$ cat src/rtl/core/step_pulse_target_queue_macros.svh
// Assertion macros shared by the step pulse target queue RTL.
`ifndef STEP_PULSE_TARGET_QUEUE_MACROS_SVH
`define STEP_PULSE_TARGET_QUEUE_MACROS_SVH

// Same-cycle implication, checked out of reset.
`define SPT_ASSERT_IMP(lbl, ante, cons, msg) \
    lbl: assert property (@(posedge i_clk) disable iff (!i_rst_n) (ante) |-> (cons)) \
        else $error(msg);

// Next-cycle implication, checked out of reset.
`define SPT_ASSERT_NXT(lbl, ante, cons, msg) \
    lbl: assert property (@(posedge i_clk) disable iff (!i_rst_n) (ante) |=> (cons)) \
        else $error(msg);

`endif

$ cat src/rtl/core/spt_pkg.sv
`timescale 1ns / 1ps
package spt_pkg;

    // Target queue sizing
    localparam int QUEUE_DEPTH = 3;
    localparam int Q_CNT_W = ($clog2(QUEUE_DEPTH + 1) > 2) ? $clog2(QUEUE_DEPTH + 1) : 2;
    localparam int Q_IDX_W = (QUEUE_DEPTH > 1) ? $clog2(QUEUE_DEPTH) : 1;

    // Configuration register map
    localparam int APB_ADDR_W = 3;
    localparam logic REG_HOMING_TRAVEL = 1'b0;
    localparam logic signed [15:0] HOMING_TRAVEL_RST = 16'sd3000;

    typedef enum logic [1:0] {
        CMD_TICK = 2'd0,
        CMD_PUSH = 2'd1,
        CMD_GOTO = 2'd2,
        CMD_HOME = 2'd3
    } t_cmd;

    typedef struct packed {
        t_cmd               command;
        logic signed [15:0] target;
        logic [9:0]         home_sensor;
    } t_item;

    typedef struct packed {
        logic               pin_forward;
        logic               pin_reverse;
        logic               busy_res;
        logic signed [15:0] position;
        logic [1:0]         queue_count;
        logic               push_dropped;
    } t_result;

    typedef struct packed {
        logic               push;
        logic               pop;
        logic signed [15:0] wdata;
    } t_q_req;

endpackage

$ cat src/rtl/core/spt_queue.sv
`timescale 1ns / 1ps
module spt_queue
    import spt_pkg::*;
(
    input  logic               i_clk,
    input  logic               i_rst_n,
    input  t_q_req             i_req,
    output logic signed [15:0] o_head,
    output logic [Q_CNT_W-1:0] o_count
);

    logic signed [15:0] r_entry [QUEUE_DEPTH];
    logic [Q_CNT_W-1:0] r_count;
    logic [Q_CNT_W-1:0] n_count;

    // Track fill level; push and pop never land on the same beat
    always_comb begin
        n_count = r_count;
        if (i_req.push) begin
            n_count = r_count + Q_CNT_W'(1);
        end else if (i_req.pop) begin
            n_count = r_count - Q_CNT_W'(1);
        end
    end

    always_ff @(posedge i_clk) begin
        if (!i_rst_n) begin
            r_count <= '0;
        end else begin
            r_count <= n_count;
        end
    end

    // Write at the tail, shift toward the head on pop
    always_ff @(posedge i_clk) begin
        if (i_req.push) begin
            r_entry[r_count[Q_IDX_W-1:0]] <= i_req.wdata;
        end else if (i_req.pop) begin
            for (int i = 0; i < QUEUE_DEPTH - 1; i++) begin
                r_entry[i] <= r_entry[i + 1];
            end
        end
    end

    assign o_head  = r_entry[0];
    assign o_count = r_count;

endmodule

$ cat src/rtl/core/spt_motor.sv
`timescale 1ns / 1ps
module spt_motor
    import spt_pkg::*;
(
    input  logic               i_clk,
    input  logic               i_rst_n,
    input  logic               i_fire,
    input  t_item              i_item,
    input  logic signed [15:0] i_homing_travel,
    input  logic signed [15:0] i_q_head,
    input  logic [Q_CNT_W-1:0] i_q_count,
    output t_q_req             o_q_req,
    output t_result            o_result
);

    logic signed [15:0] r_pos, n_pos;
    logic signed [15:0] r_goal, n_goal;
    logic               r_rev, n_rev;
    logic               r_phase, n_phase;
    logic [1:0]         r_tcnt, n_tcnt;
    logic               r_busy, n_busy;
    logic               r_homed, n_homed;
    logic               r_fwd, n_fwd;
    logic               r_rvl, n_rvl;

    logic signed [15:0] step_pos;
    logic [1:0]         step_tcnt;
    logic               dropped;
    logic [Q_CNT_W-1:0] n_qcnt;

    // Next state for one beat
    always_comb begin
        n_pos   = r_pos;
        n_goal  = r_goal;
        n_rev   = r_rev;
        n_phase = r_phase;
        n_tcnt  = r_tcnt;
        n_busy  = r_busy;
        n_homed = r_homed;
        n_fwd   = r_fwd;
        n_rvl   = r_rvl;
        dropped = 1'b0;
        o_q_req = '{push: 1'b0, pop: 1'b0, wdata: i_item.target};

        // apply a pending step once three toggles are done
        step_pos  = r_pos;
        step_tcnt = r_tcnt;
        if (r_tcnt == 2'd3) begin
            step_pos  = r_rev ? r_pos - 16'sd1 : r_pos + 16'sd1;
            step_tcnt = 2'd0;
        end

        case (i_item.command)
            CMD_TICK: begin
                if (!r_homed && i_item.home_sensor == '0) begin
                    n_homed = 1'b1;
                    n_pos   = '0;
                    n_goal  = '0;
                    n_phase = 1'b0;
                    n_tcnt  = 2'd0;
                    n_busy  = 1'b0;
                end else begin
                    n_pos = step_pos;
                    if (step_pos == r_goal) begin
                        // at target: idle or pop the next goal
                        n_busy = 1'b0;
                        n_tcnt = 2'd0;
                        if (i_q_count != '0) begin
                            o_q_req.pop = 1'b1;
                            n_goal = i_q_head;
                            n_rev  = i_q_head < step_pos;
                            n_busy = 1'b1;
                        end
                    end else begin
                        // toggle the pin of the current direction
                        if (r_rev) begin
                            n_rvl = ~r_phase;
                        end else begin
                            n_fwd = ~r_phase;
                        end
                        n_phase = ~r_phase;
                        n_tcnt  = step_tcnt + 2'd1;
                    end
                end
            end
            CMD_PUSH: begin
                if (i_q_count >= Q_CNT_W'(QUEUE_DEPTH)) begin
                    dropped = 1'b1;
                end else begin
                    o_q_req.push = 1'b1;
                end
            end
            CMD_GOTO: begin
                n_goal = i_item.target;
                n_rev  = i_item.target < r_pos;
                n_busy = 1'b1;
            end
            default: begin
                n_homed = 1'b0;
                n_busy  = 1'b1;
                n_goal  = i_homing_travel;
                n_rev   = i_homing_travel < r_pos;
            end
        endcase

        // gate queue requests by the beat strobe
        o_q_req.push = o_q_req.push & i_fire;
        o_q_req.pop  = o_q_req.pop & i_fire;

        n_qcnt = i_q_count;
        if (o_q_req.push) begin
            n_qcnt = i_q_count + Q_CNT_W'(1);
        end else if (o_q_req.pop) begin
            n_qcnt = i_q_count - Q_CNT_W'(1);
        end

        o_result.pin_forward  = n_fwd;
        o_result.pin_reverse  = n_rvl;
        o_result.busy_res     = n_busy;
        o_result.position     = n_pos;
        o_result.queue_count  = (n_qcnt > Q_CNT_W'(3)) ? 2'd3 : n_qcnt[1:0];
        o_result.push_dropped = dropped;
    end

    // Commit state only on a processed beat
    always_ff @(posedge i_clk) begin
        if (!i_rst_n) begin
            r_pos   <= '0;
            r_goal  <= '0;
            r_rev   <= 1'b0;
            r_phase <= 1'b0;
            r_tcnt  <= 2'd0;
            r_busy  <= 1'b0;
            r_homed <= 1'b1;
            r_fwd   <= 1'b0;
            r_rvl   <= 1'b0;
        end else if (i_fire) begin
            r_pos   <= n_pos;
            r_goal  <= n_goal;
            r_rev   <= n_rev;
            r_phase <= n_phase;
            r_tcnt  <= n_tcnt;
            r_busy  <= n_busy;
            r_homed <= n_homed;
            r_fwd   <= n_fwd;
            r_rvl   <= n_rvl;
        end
    end

endmodule

$ cat src/rtl/core/step_pulse_target_queue.sv
`timescale 1ns / 1ps
// Step pulse generator for a two-pin motor drive with a queue of targets.
// Input channel (i_valid / o_stall) carries one command beat: tick, push
// target, go to target, or start homing. Output channel (o_valid / i_stall)
// returns exactly one result beat per command: pin levels, busy, position,
// queue fill and a push-dropped flag.
// A beat accepted into the input register is processed as it moves into the
// result register, and shows on the output from then on. Throughput: one
// beat per cycle while the receiver does not stall; the input register, the
// single-pass step logic and the result register form a two-deep pipe.
// A receiver stall holds the result register; the step logic then waits with
// the item parked in the input register, and o_stall rises only once that
// register is full and cannot drain.
// Reset (synchronous, active low) empties both registers and the queue,
// clears position and goal, and reloads homing_travel to 3000.
// The APB port at address 0 holds homing_travel; pready is always high and
// writes are meant to land only while the block is idle.
module step_pulse_target_queue
    import spt_pkg::*;
(
    input  logic                  i_clk,
    input  logic                  i_rst_n,
    input  logic                  i_valid,
    output logic                  o_stall,
    input  logic [1:0]            i_command,
    input  logic signed [15:0]    i_target,
    input  logic [9:0]            i_home_sensor,
    output logic                  o_valid,
    input  logic                  i_stall,
    output logic                  o_pin_forward,
    output logic                  o_pin_reverse,
    output logic                  o_busy_res,
    output logic signed [15:0]    o_position,
    output logic [1:0]            o_queue_count,
    output logic                  o_push_dropped,
    input  logic                  psel,
    input  logic                  penable,
    input  logic                  pwrite,
    input  logic [APB_ADDR_W-1:0] paddr,
    input  logic [31:0]           pwdata,
    output logic [31:0]           prdata,
    output logic                  pready
);

`include "step_pulse_target_queue_macros.svh"

    logic               r_in_valid;
    t_item              r_item;
    logic               r_out_valid;
    t_result            r_result;
    logic signed [15:0] r_homing_travel;

    logic               advance;
    logic               in_take;
    t_q_req             q_req;
    logic signed [15:0] q_head;
    logic [Q_CNT_W-1:0] q_count;
    t_result            step_result;

    // Configuration register
    assign pready = 1'b1;
    assign prdata = {{16{r_homing_travel[15]}}, r_homing_travel};

    always_ff @(posedge i_clk) begin
        if (!i_rst_n) begin
            r_homing_travel <= HOMING_TRAVEL_RST;
        end else if (psel && penable && pwrite && pready
                     && paddr[2] == REG_HOMING_TRAVEL) begin
            r_homing_travel <= pwdata[15:0];
        end
    end

    // Pipe control
    assign advance = r_in_valid && (!r_out_valid || !i_stall);
    assign o_stall = r_in_valid && !advance;
    assign in_take = i_valid && !o_stall;

    // Input register
    always_ff @(posedge i_clk) begin
        if (!i_rst_n) begin
            r_in_valid <= 1'b0;
        end else if (in_take) begin
            r_in_valid <= 1'b1;
        end else if (advance) begin
            r_in_valid <= 1'b0;
        end
    end

    always_ff @(posedge i_clk) begin
        if (in_take) begin
            r_item <= '{command: t_cmd'(i_command), target: i_target,
                        home_sensor: i_home_sensor};
        end
    end

    spt_queue u_queue (
        .i_clk   (i_clk),
        .i_rst_n (i_rst_n),
        .i_req   (q_req),
        .o_head  (q_head),
        .o_count (q_count)
    );

    spt_motor u_motor (
        .i_clk           (i_clk),
        .i_rst_n         (i_rst_n),
        .i_fire          (advance),
        .i_item          (r_item),
        .i_homing_travel (r_homing_travel),
        .i_q_head        (q_head),
        .i_q_count       (q_count),
        .o_q_req         (q_req),
        .o_result        (step_result)
    );

    // Result register
    always_ff @(posedge i_clk) begin
        if (!i_rst_n) begin
            r_out_valid <= 1'b0;
        end else if (advance) begin
            r_out_valid <= 1'b1;
        end else if (!i_stall) begin
            r_out_valid <= 1'b0;
        end
    end

    always_ff @(posedge i_clk) begin
        if (advance) begin
            r_result <= step_result;
        end
    end

    assign o_valid        = r_out_valid;
    assign o_pin_forward  = r_result.pin_forward;
    assign o_pin_reverse  = r_result.pin_reverse;
    assign o_busy_res     = r_result.busy_res;
    assign o_position     = r_result.position;
    assign o_queue_count  = r_result.queue_count;
    assign o_push_dropped = r_result.push_dropped;

    // Checks
    `SPT_ASSERT_IMP(a_no_stall_when_empty, !r_out_valid, !o_stall, "stall with empty result register")
    `SPT_ASSERT_NXT(a_drop_only_on_push, advance && r_item.command != CMD_PUSH, !r_result.push_dropped, "drop flag on non-push beat")
    `SPT_ASSERT_NXT(a_push_grows_queue, q_req.push, q_count == $past(q_count) + Q_CNT_W'(1), "queue did not grow on push")

endmodule
$ cat config.mk
export PLATFORM = sky130hd
export DESIGN_NAME = step_pulse_target_queue
export DESIGN_NICKNAME = d
export VERILOG_FILES = /design/src/rtl/core/spt_pkg.sv /design/src/rtl/core/spt_queue.sv /design/src/rtl/core/spt_motor.sv /design/src/rtl/core/step_pulse_target_queue.sv
export VERILOG_INCLUDE_DIRS = /design/src /design/src/rtl/core
export SDC_FILE = /design/constraint.sdc
export NUM_CORES = 1
export LEC_CHECK = 0
export BUFFER_PORTS_ARGS = -buffer_cell sky130_fd_sc_hd__buf_2
export CAP_MARGIN = 10
export CORE_ASPECT_RATIO = 1.1
export CORE_MARGIN = 2
export CORE_UTILIZATION = 56
export DETAILED_ROUTE_END_ITERATION = 10
export PLACE_DENSITY = 0.86
export SLEW_MARGIN = 20
export SYNTH_ARGS = -nofsm -noshare
export SYNTH_HDL_FRONTEND = slang
export SYNTH_SLANG_ARGS = --single-unit
$ cat constraint.sdc
create_clock -name i_clk -period 6.08 [get_ports i_clk]
set_input_delay 0.608 -clock i_clk [delete_from_list [all_inputs] [get_ports i_clk]]
set_output_delay 0.608 -clock i_clk [all_outputs]
set_load 0.05 [all_outputs]
==> results of run 1 <==
flip-flops by register name, indices dropped and copies added (netlist names), 2 cells and up:
| name | count |
|---|---|
| o_position | 16 |
| o_queue_count | 2 |
| r_homing_travel | 16 |
| r_item | 28 |
| u_motor.r_goal | 16 |
| u_motor.r_pos | 16 |
| u_motor.r_tcnt | 2 |
| u_queue.o_count | 2 |
| u_queue.r_entry | 48 |
power by group:
group	switching [mW]	internal [mW]
clock network	0.471	0.578
registers	0.0336	1.18
logic	0.178	0.112
total	0.683	1.86
cells in the final DEF (no fill, tap or decap), types with 16 or more instances in the layout:
cell       Yosys  routed
buf_2          9     107
edfxtp_1      98      98
clkbuf_16      0      17
nor2_1        48      48
nand2b_1      21      21
inv_1         31      31
mux2i_1       31      31
a21oi_1       50      50
mux2_4        30      30
xnor2_1       17      17
dfxtp_1       60      60
ha_1          67      67
o21ai_0       40      40
xor2_1        16      16
nand2_1      121     121
synthesized netlist by cell type, types with 17 or more instances:
library cell	n	share of area
a21oi_1	50	0.026
mux2_4	30	0.047
o21ai_0	40	0.021
buf_4	18	0.014
inv_1	31	0.012
dfxtp_1	60	0.13
edfxtp_1	98	0.31
xnor2_1	17	0.016
mux2i_1	31	0.033
nand2_1	121	0.048
clkbuf_1	36	0.014
nand2b_1	21	0.014
nor2_1	48	0.019
ha_1	67	0.088
per-layer routing:
| layer | up-vias | GRT usage | routed length (um) |
|---|---|---|---|
| li1 | 3527 | - | - |
| met1 | 3602 | 0.3483 | 9700 |
| met2 | 323 | 0.4317 | 11130 |
| met3 | 56 | 0.03514 | 1487 |
| met4 | 0 | 0.1267 | 873 |
| met5 | - | 0 | 0 |
path summary, 6_finish.rpt:
kind	from	to	slack (ps)	cells past startpoint
max	u_motor.r_rev$_SDFFE_PN0P_	u_queue.r_entry[1][3]$_DFFE_PP_	1040	11
max reg2reg	u_motor.r_rev$_SDFFE_PN0P_	u_queue.r_entry[1][3]$_DFFE_PP_	1040	11
min	i_command[0]	r_item[26]$_DFFE_PP_	340	1
min reg2reg	u_motor.r_rvl$_SDFFE_PN0P_	u_motor.r_rvl$_SDFFE_PN0P_	460	2
critical path, stage by stage, from the launching register on:
cell and delay, ps:
dfxtp_1 640, buf_4 290, ha_1 350, a21oi_2 410
nand2_1 120, o21ai_0 570, nor2_1 180, a2111oi_4 290
o2111ai_2 270, nor4_4 550, nand3_4 600, mux2_4 490
logic make-up after synthesis:
family,share of synthesized area
AOI/OAI and AO/OA,0.1475
xor gates and xnor gates,0.03283
adders and majority gates,0.09151
buffers and inverters,0.04984
DFF,0.4367
muxes,0.08729
other,0.0003952
and+or+nand+nor,0.1539
final cells by class:
cell class / instances / area share
Multi-Input combinational cell: 658 / 0.4598
Sequential cell: 158 / 0.3908
Timing Repair Buffer: 120 / 0.05971
Clock buffer: 18 / 0.04048
Tap cell: 204 / 0.02407
Clock inverter: 14 / 0.01416
Inverter: 31 / 0.01097
==> flow_summary_export.csv, run 1 <==
group,metric,value,unit
sta,setup_viol,0,
finish,multi_input_area,0.004875,mm^2
grt,grt_pass1_vias,7223,
sta,finClkSkew,13.62,ps
finish,fillers,1228,
synth,yosysWarnings,0,
synth,syn_inst,915,
setup_path,crit_required,6270,ps
setup_path,end_kind,"flip-flop",
finish,drive_above_1_share,0.2032,
routing,first_pass_iters,9,
status,outcome,"complete, no violations",
floorplanning,die_y,140.5,um
sta,whs,338.0,ps
sta,tightest_slew,1039,ps
floorplanning,die_x,128.1,um
synth,ys_ff_latch,158,
setup_path,cp.arrival,5230,ps
grt,grt_usage,0.2644,
sta,slew_headroom,0.3075,
routing,drtAntennaViolNets,0,
pwr,power,2.547,mW
sta,max_clock_freq,0.1984,GHz
synth,ys_seq_area_frac,0.4367,
cts,path_clk_slew,70,ps
routing,vias,7508,
sta,finalCriticalPeriod,5040,ps
cts,clock-root-buffer,"clkbuf_16",
finish,antenna_cells,0,
min_path,min_path_type,"in -> reg",
cts,cts_tree,"built",
setup_path,start_kind,"flip-flop",
floorplanning,fp.coreArea,0.01649,mm^2
cts,cts.sinks,158,
placement,dpl.cell_count,1171,
synth,ys.flop_type,"edfxtp_1",
routing,via_per_inst,6.241,
floorplanning,pin_count,127,
finish,area_growth,11.74,%
grt,antenna_found_initial,0,
setup_path,crit_type,"reg -> reg",
placement,dpl-instance-area,0.01002,mm^2
cts,hold_buffers,0,
finish,final_nets,1124,
sta,rsz0062_at_grt,"no",
floorplanning,rows,49,
sta,setup_ws,1040,ps
sta,min_period_over_period,0.8290,
grt,grt_max_degree,50,
floorplanning,start_util,0.5754,
finish,fin_area,0.01060,mm^2
setup_path,path_max_fanout,32,
routing,drc_errors,0,
placement,gp_congestion,0.9413,
cts,ctsHtreeMaxLevel,4,
synth,synth.cell_area,0.009489,mm^2
sta,finalSetupTns,0,ps
placement,io_buffers,107,
placement,dp_hpwl,16550,um
cts,cts_made_buffers,17,
synth,synth_nets,1053,
sta,slew_violations,0,
routing,first_iter_violations,909,
flow_run,cap_violations,0,
sta,hold_viol,0,
synth,synth_edf_count,98,
cts,postCtsSetupBuffers,0,
placement,dpl_worst_slack,1149,ps
floorplanning,die-area,0.01800,mm^2
synth,async_flop_share,0,
cts,cts_resized,0,
cts,clk_path_buf_depth,2,
pwr,vdd_drop_max,229.7,uV
routing,finalWirelength,23190,um
finish,layout.cells.non_filler,1203,
grt,grt_first_pass_wirelength,37050,um
pwr,power.density,240.2,mW/mm^2
finish,ff_latch_area,0.004144,mm^2
synth,ys_types,82,
finish,fin_util,0.6429,
pwr,leakage,4.220,nW
grt,overflow,0,
routing,wl_per_cell,19.28,um
synth,syn_avg_cell_area,10.37,um^2
cts,worstSkewPairLatency,440,ps
(Power assumes the default switching activity.)
==> run 2, diff against run 1 <==
==> constraint.sdc (replaced) <==
create_clock -name i_clk -period 5.1 [get_ports i_clk]
set_input_delay 0.51 -clock i_clk [delete_from_list [all_inputs] [get_ports i_clk]]
set_output_delay 0.51 -clock i_clk [all_outputs]
set_load 0.05 [all_outputs]
==> flow_summary_export.csv, run 2 (synthesis gave the netlist of run 1 again) <==
group,metric,value,unit
status,outcome,"complete, no violations",
routing,met3RoutedLength,1763,um
finish,area_growth,12.33,%
sta,max_clock_freq,0.2100,GHz
floorplanning,die_x,128.1,um
grt,antenna_found_initial,0,
sta,slew_headroom,0.3384,
cts,worstSkewPairLatency,440,ps
finish,layout.cells.non_filler,1208,
sta,rsz0062_at_grt,"no",
routing,drc_errors,0,
sta,min_period_over_period,0.9337,
cts,cts_made_buffers,17,
floorplanning,die_y,140.5,um
floorplanning,die-area,0.01800,mm^2
floorplanning,fp.coreArea,0.01649,mm^2
setup_path,crit_type,"reg -> reg",
sta,finalSetupTns,0,ps
cts,path_clk_slew,70,ps
setup_path,start_kind,"flip-flop",
finish,final_cell_mix,"121 x nand2_1, 107 x buf_2, 98 x edfxtp_1",
sta,setup_viol,0,
grt,grt_pass1_vias,7302,
placement,dp_hpwl,17400,um
cts,cts_tree,"built",
floorplanning,start_util,0.5754,
pwr,leakage,4.249,nW
placement,io_buffers,107,
cts,cts_resized,0,
finish,reg_top3,"u_queue.r_entry x48, r_item x28",
finish,fillers,1235,
sta,tightest_slew,992.4,ps
finish,antenna_cells,0,
sta,setup_ws,338.4,ps
grt,grt_usage,0.2789,
setup_path,end_kind,"flip-flop",
cts,clock-root-buffer,"clkbuf_16",
grt,grt_first_pass_wirelength,38800,um
finish,final_common_cell,"nand2_1",
finish,final_nets,1129,
cts,ctsHtreeMaxLevel,4,
routing,vias,7618,
pwr,vdd_drop_max,265.2,uV
finish,regMostFlops,"u_queue.r_entry",
routing,first_pass_iters,8,
routing,finalWirelength,24580,um
routing,met2_length,11860,um
sta,finalCriticalPeriod,4762,ps
grt,grt_max_degree,50,
placement,dpl.cell_count,1176,
routing,wl_per_cell,20.35,um
cts,postCtsSetupBuffers,0,
routing,top_layer,"met4",
min_path,min_path_type,"in -> reg",
pwr,power.density,289.7,mW/mm^2
floorplanning,rows,49,
placement,dpl_worst_slack,442.5,ps
finish,largest_reg_flops,48,
sta,hold_viol,0,
setup_path,cp.arrival,4950,ps
routing,via_per_inst,6.306,
cts,hold_buffers,0,
routing,drtAntennaViolNets,0,
floorplanning,pin_count,127,
placement,gp_congestion,0.9654,
grt,overflow,0,
cts,clk_path_buf_depth,2,
routing,first_iter_violations,851,
routing,routedLengthMet1,9999,um
cts,cts.sinks,158,
finish,drive_above_1_share,0.2072,
sta,finClkSkew,14.43,ps
setup_path,path_max_fanout,32,
sta,slew_violations,0,
flow_run,cap_violations,0,
setup_path,crit_required,5280,ps
-- run 2: cell types whose count changed in the layout (fill, tap and decap cells not counted), sizes merged --
cell	change
clkinv	-3
buf	+5
inv	+2
clkinvlp	+1
-- run 2: layout make-up --
type                    instances  area, um^2  share of cell area
well taps                     204       255.2             0.02395
inverters                      31       116.4             0.01092
clock inverters                14       168.9             0.01585
clock buffers                  18       429.2             0.04026
multi-input cells             658        4875              0.4573
repair buffers                125       670.6             0.06292
flip-flops and latches        158        4144              0.3888
-- run 2: path summary, 6_finish.rpt --
path / startpoint / end / slack, ps / cells after the start
worst max-delay path: u_motor.r_rev$_SDFFE_PN0P_ / u_queue.r_entry[1][7]$_DFFE_PP_ / 340 / 12
worst min-delay path: i_home_sensor[8] / r_item[8]$_DFFE_PP_ / 240 / 1
worst max register to register: u_motor.r_rev$_SDFFE_PN0P_ / u_queue.r_entry[1][7]$_DFFE_PP_ / 340 / 12
worst min register to register: u_motor.r_fwd$_SDFFE_PN0P_ / u_motor.r_fwd$_SDFFE_PN0P_ / 460 / 2
-- run 2: metrics by stage --
stage / utilization / instance area (um^2) / total power [mW] / hold WS [ps]
floorplan: - / 9489 / 1.709 / 434.7
global placement: 0.6100 / 10060 / 1.796 / 444.5
detailed placement: 0.6100 / 10060 / 1.809 / 456.3
CTS: 0.6463 / 10660 / 3.084 / 238.9
global route: 0.6463 / 10660 / 3.163 / 236.0
finish: 0.6463 / 10660 / 3.088 / 240.4
-- run 2: critical path, cell delays in order (launching register included) --
cell	delay (ps)
dfxtp_1	630
inv_1	290
fa_1	540
nor2b_2	260
o2111ai_1	130
and3_1	270
xnor2_1	170
a211oi_1	420
nand4_1	350
nor4_4	610
nand3_4	110
buf_4	330
mux2_4	370
-- run 2: power by group --
group          switching (mW)  internal [mW]  total (mW)
sequential             0.0424           1.40        1.44
combinational           0.218          0.134       0.352
clock                   0.591          0.702        1.29
-- run 2: metal layers --
| layer | vias to the layer above | GRT usage |
|---|---|---|
| met5 | - | 0 |
| met4 | 0 | 0.1336 |
| met3 | 74 | 0.04736 |
| met2 | 392 | 0.4537 |
| met1 | 3613 | 0.3624 |
| li1 | 3539 | - |
==> run 3, diff against run 2 <==
--- a/config.mk
+++ b/config.mk
@@ -6,6 +6,7 @@
 export SDC_FILE = /design/constraint.sdc
 export NUM_CORES = 1
 export LEC_CHECK = 0
+export ABC_AREA = 1
 export BUFFER_PORTS_ARGS = -buffer_cell sky130_fd_sc_hd__buf_2
 export CAP_MARGIN = 10
 export CORE_ASPECT_RATIO = 1.1
==> flow_summary_export.csv, run 3 <==
group,metric,value,unit
setup_path,path_max_fanout,16,
min_path,whs_path_depth,1,
finish,regMostFlops,"u_queue.r_entry",
cts,cts_resized,0,
routing,drtAntennaViolNets,0,
pwr,sw_frac_of_total,0.2699,
min_path,hold_end,"r_item[14]$_DFFE_PP_",
synth,synthAdderAreaFrac,0.09314,
floorplanning,die_y,138.5,um
synth,synth.cell_area,0.009215,mm^2
setup_path,max_stage_delay,570,ps
placement,dp_hpwl,16600,um
sta,tightest_slew,949.9,ps
cts,cts_tree,"built",
setup_path,slowest_stage,"nand2_1",
min_path,min_path_type,"in -> reg",
synth,yosysWarnings,0,
min_path,holdCritStartpoint,"i_target[4]",
sta,finalSetupTns,0,ps
status,outcome,"complete, no violations",
setup_path,cp.arrival,3910,ps
setup_path,r2r-end,"u_queue.r_entry[1][7]$_DFFE_PP_",
grt,grt_first_pass_wirelength,36650,um
setup_path,crit_chain,"inv_1 > fa_1 > nand2_1 > o21ai_1 > nand2_1 > nand2_1 > nand3_1 > nor2_1 > nand3_1 > nor2_1 > nand2_1 > nor2_2 > nand3_2 > nor2_2 > nand3_1 > nand2_1",
grt,grt_max_degree,49,
grt,antenna_found_initial,0,
placement,gp_congestion,0.9316,
synth,yosys.area_share.simple,0.2460,
placement,io_buffers,107,
synth,synth_top_area_cell,"edfxtp_1",
pwr,power,3.082,mW
synth,synth_top_family_by_area,"simple AND/OR/NAND/NOR gates",
synth,synth_compound_area_frac,0.1075,
sta,setup_viol,0,
setup_path,crit_start,"u_motor.r_rev$_SDFFE_PN0P_",
sta,slew_violations,0,
sta,slew_headroom,0.3628,
synth,synth_commonest_cells,"303 x nand2_1, 155 x inv_1, 107 x nand3_1",
routing,drc_errors,0,
finish,fin_util,0.6407,
setup_path,crit_family,"simple AND/OR/NAND/NOR gates",
grt,grt_pass1_vias,7896,
routing,first_pass_iters,7,
sta,finClkSkew,8.245,ps
synth,muxShareOfSynthArea,0,
pwr,intPower,2.250,mW
synth,ys_ff_latch,158,
finish,reg_top3,"u_queue.r_entry x48, r_item x28",
grt,overflow,0,
synth,synth_xor_area_frac,0.002851,
synth,syn_avg_cell_area,8.027,um^2
placement,dpl_worst_slack,1356,ps
setup_path,start_kind,"flip-flop",
setup_path,path_common_cell,"nand2_1",
synth,yosysTopAreaCellShare,0.3193,
pwr,vdd_drop_max,244.2,uV
routing,wl_per_cell,15.54,um
synth,async_flop_share,0,
finish,final_common_cell,"nand2_1",
finish,area_growth,12.97,%
cts,ctsHtreeMaxLevel,4,
setup_path,r2r_cells,16,
floorplanning,rows,49,
cts,cts_made_buffers,17,
cts,clk_path_buf_depth,2,
synth,synth.area.top_cells,"edfxtp_1 32%, dfxtp_1 13%, nand2_1 12%",
routing,finalWirelength,22560,um
synth,syn_inst,1148,
pwr,combPwrFrac,0.125,
setup_path,r2r_slack,1250,ps
cts,cts.sinks,158,
pwr,power.density,296.1,mW/mm^2
sta,setup_ws,1252,ps
finish,antenna_cells,0,
synth,ys_types,45,
cts,clock-root-buffer,"clkbuf_16",
setup_path,reg2reg_from,"u_motor.r_rev$_SDFFE_PN0P_",
cts,path_clk_slew,70,ps
cts,hold_buffers,0,
pwr,seqPwrFrac,0.465,
cts,postCtsSetupBuffers,0,
sta,rsz0062_at_grt,"no",
flow_run,cap_violations,0,
synth,synth.most_common_cell,"nand2_1",
floorplanning,start_util,0.5672,
routing,first_iter_violations,522,
setup_path,path_buf_inv,1,
sta,finalCriticalPeriod,3848,ps
grt,grt_usage,0.2603,
setup_path,end_kind,"flip-flop",
finish,largest_reg_flops,48,
setup_path,crit_required,5160,ps
finish,drive_above_1_share,0.1522,
routing,vias,8139,
sta,hold_viol,0,
pwr,clkPwrFrac,0.410,
synth,ys_seq_area_frac,0.4497,
setup_path,crit_type,"reg -> reg",
sta,max_clock_freq,0.2599,GHz
floorplanning,die-area,0.01750,mm^2
cts,worstSkewPairLatency,430,ps
floorplanning,fp.coreArea,0.01625,mm^2
synth,synth_edf_count,98,
floorplanning,die_x,126.3,um
synth,ys.flop_type,"edfxtp_1",
sta,min_period_over_period,0.7545,
synth,synth_nets,1286,
routing,via_per_inst,5.605,
pwr,leakage,4.824,nW
floorplanning,pin_count,127,
finish,final_cell_mix,"303 x nand2_1, 154 x inv_1, 107 x nand3_1, 107 x buf_2, 98 x edfxtp_1",
finish,final_nets,1373,
pwr,net-switching-power,0.8319,mW
[run 3: cell count changes in the layout (fill, tap and decap cells not counted), moves of 15 or more]
cell / before / now
mux2i_1: 31 / 0
inv_1: 31 / 154
a21oi_1: 50 / 67
nand2b_1: 21 / 0
nand2_1: 121 / 303
xnor2_1: 17 / 0
o21ai_1: 0 / 19
a222oi_1: 15 / 0
mux2_4: 30 / 0
nand3_1: 15 / 107
[run 3: power groups by stage]
stage / clock network [mW] / registers, mW / logic (mW)
4_1_cts: 1.27 / 1.43 / 0.382
5_1_grt: 1.32 / 1.44 / 0.426
6_report: 1.26 / 1.43 / 0.385
3_3_place_gp: 0 / 1.46 / 0.365
2_1_floorplan: 0 / 1.50 / 0.242
3_5_place_dp: 0 / 1.46 / 0.378
[run 3: logic make-up after synthesis]
group	after synthesis
AO/OA/AOI/OAI	175
XOR/XNOR	3
adder cells (fa/ha/maj)	68
buffers and inverters	220
flip-flops	158
other	1
AND/OR/NAND/NOR	523
[run 3: routing by layer]
metal,global-route usage,vias to the layer above,share of wire
li1,-,3989,-
met1,0.3185,3699,0.40
met2,0.4533,381,0.49
met4,0.1215,0,0.036
met5,0,-,0
met3,0.03704,70,0.069
[run 3: area by class of cell]
type | count | area (um^2)
Tap cell | 204 | 255.2
Clock inverter | 15 | 162.7
Timing Repair Buffer | 122 | 648.1
Inverter | 166 | 623.1
Multi-Input combinational cell | 770 | 4151
Fill cell | 1303 | 5837
Clock buffer | 17 | 425.4
Sequential cell | 158 | 4144
[run 3: worst register-to-register path: stages (launching register included)]
cell	delay, ps
dfxtp_1	380
inv_1	170
fa_1	560
nand2_1	50
o21ai_1	250
nand2_1	130
nand2_1	110
nand3_1	80
nor2_1	110
nand3_1	80
nor2_1	110
nand2_1	70
nor2_2	190
nand3_2	280
nor2_2	230
nand3_1	110
nand2_1	570
[run 3: worst max-delay path by stage]
stage                                      end  slack, ps  cells after the start
2_1_floorplan  u_queue.r_entry[0][0]$_DFFE_PP_       1600                     19
3_3_place_gp   u_queue.r_entry[1][1]$_DFFE_PP_       1440                     19
3_5_place_dp   u_queue.r_entry[1][0]$_DFFE_PP_       1360                     19
4_1_cts        u_queue.r_entry[1][0]$_DFFE_PP_       1320                     19
5_1_grt        u_queue.r_entry[1][7]$_DFFE_PP_       1010                     19
6_report       u_queue.r_entry[1][7]$_DFFE_PP_       1250                     16
[run 3: stage by stage]
step | hold WS [ps] | cell area, um^2 | instances
global placement | 461.5 | 9819 | 1420
detailed placement | 471.1 | 9819 | 1420
CTS | 242.4 | 10410 | 1452
floorplan | 446.8 | 9215 | 1148
finish | 249.0 | 10410 | 1452
global route | 244.3 | 10410 | 1452
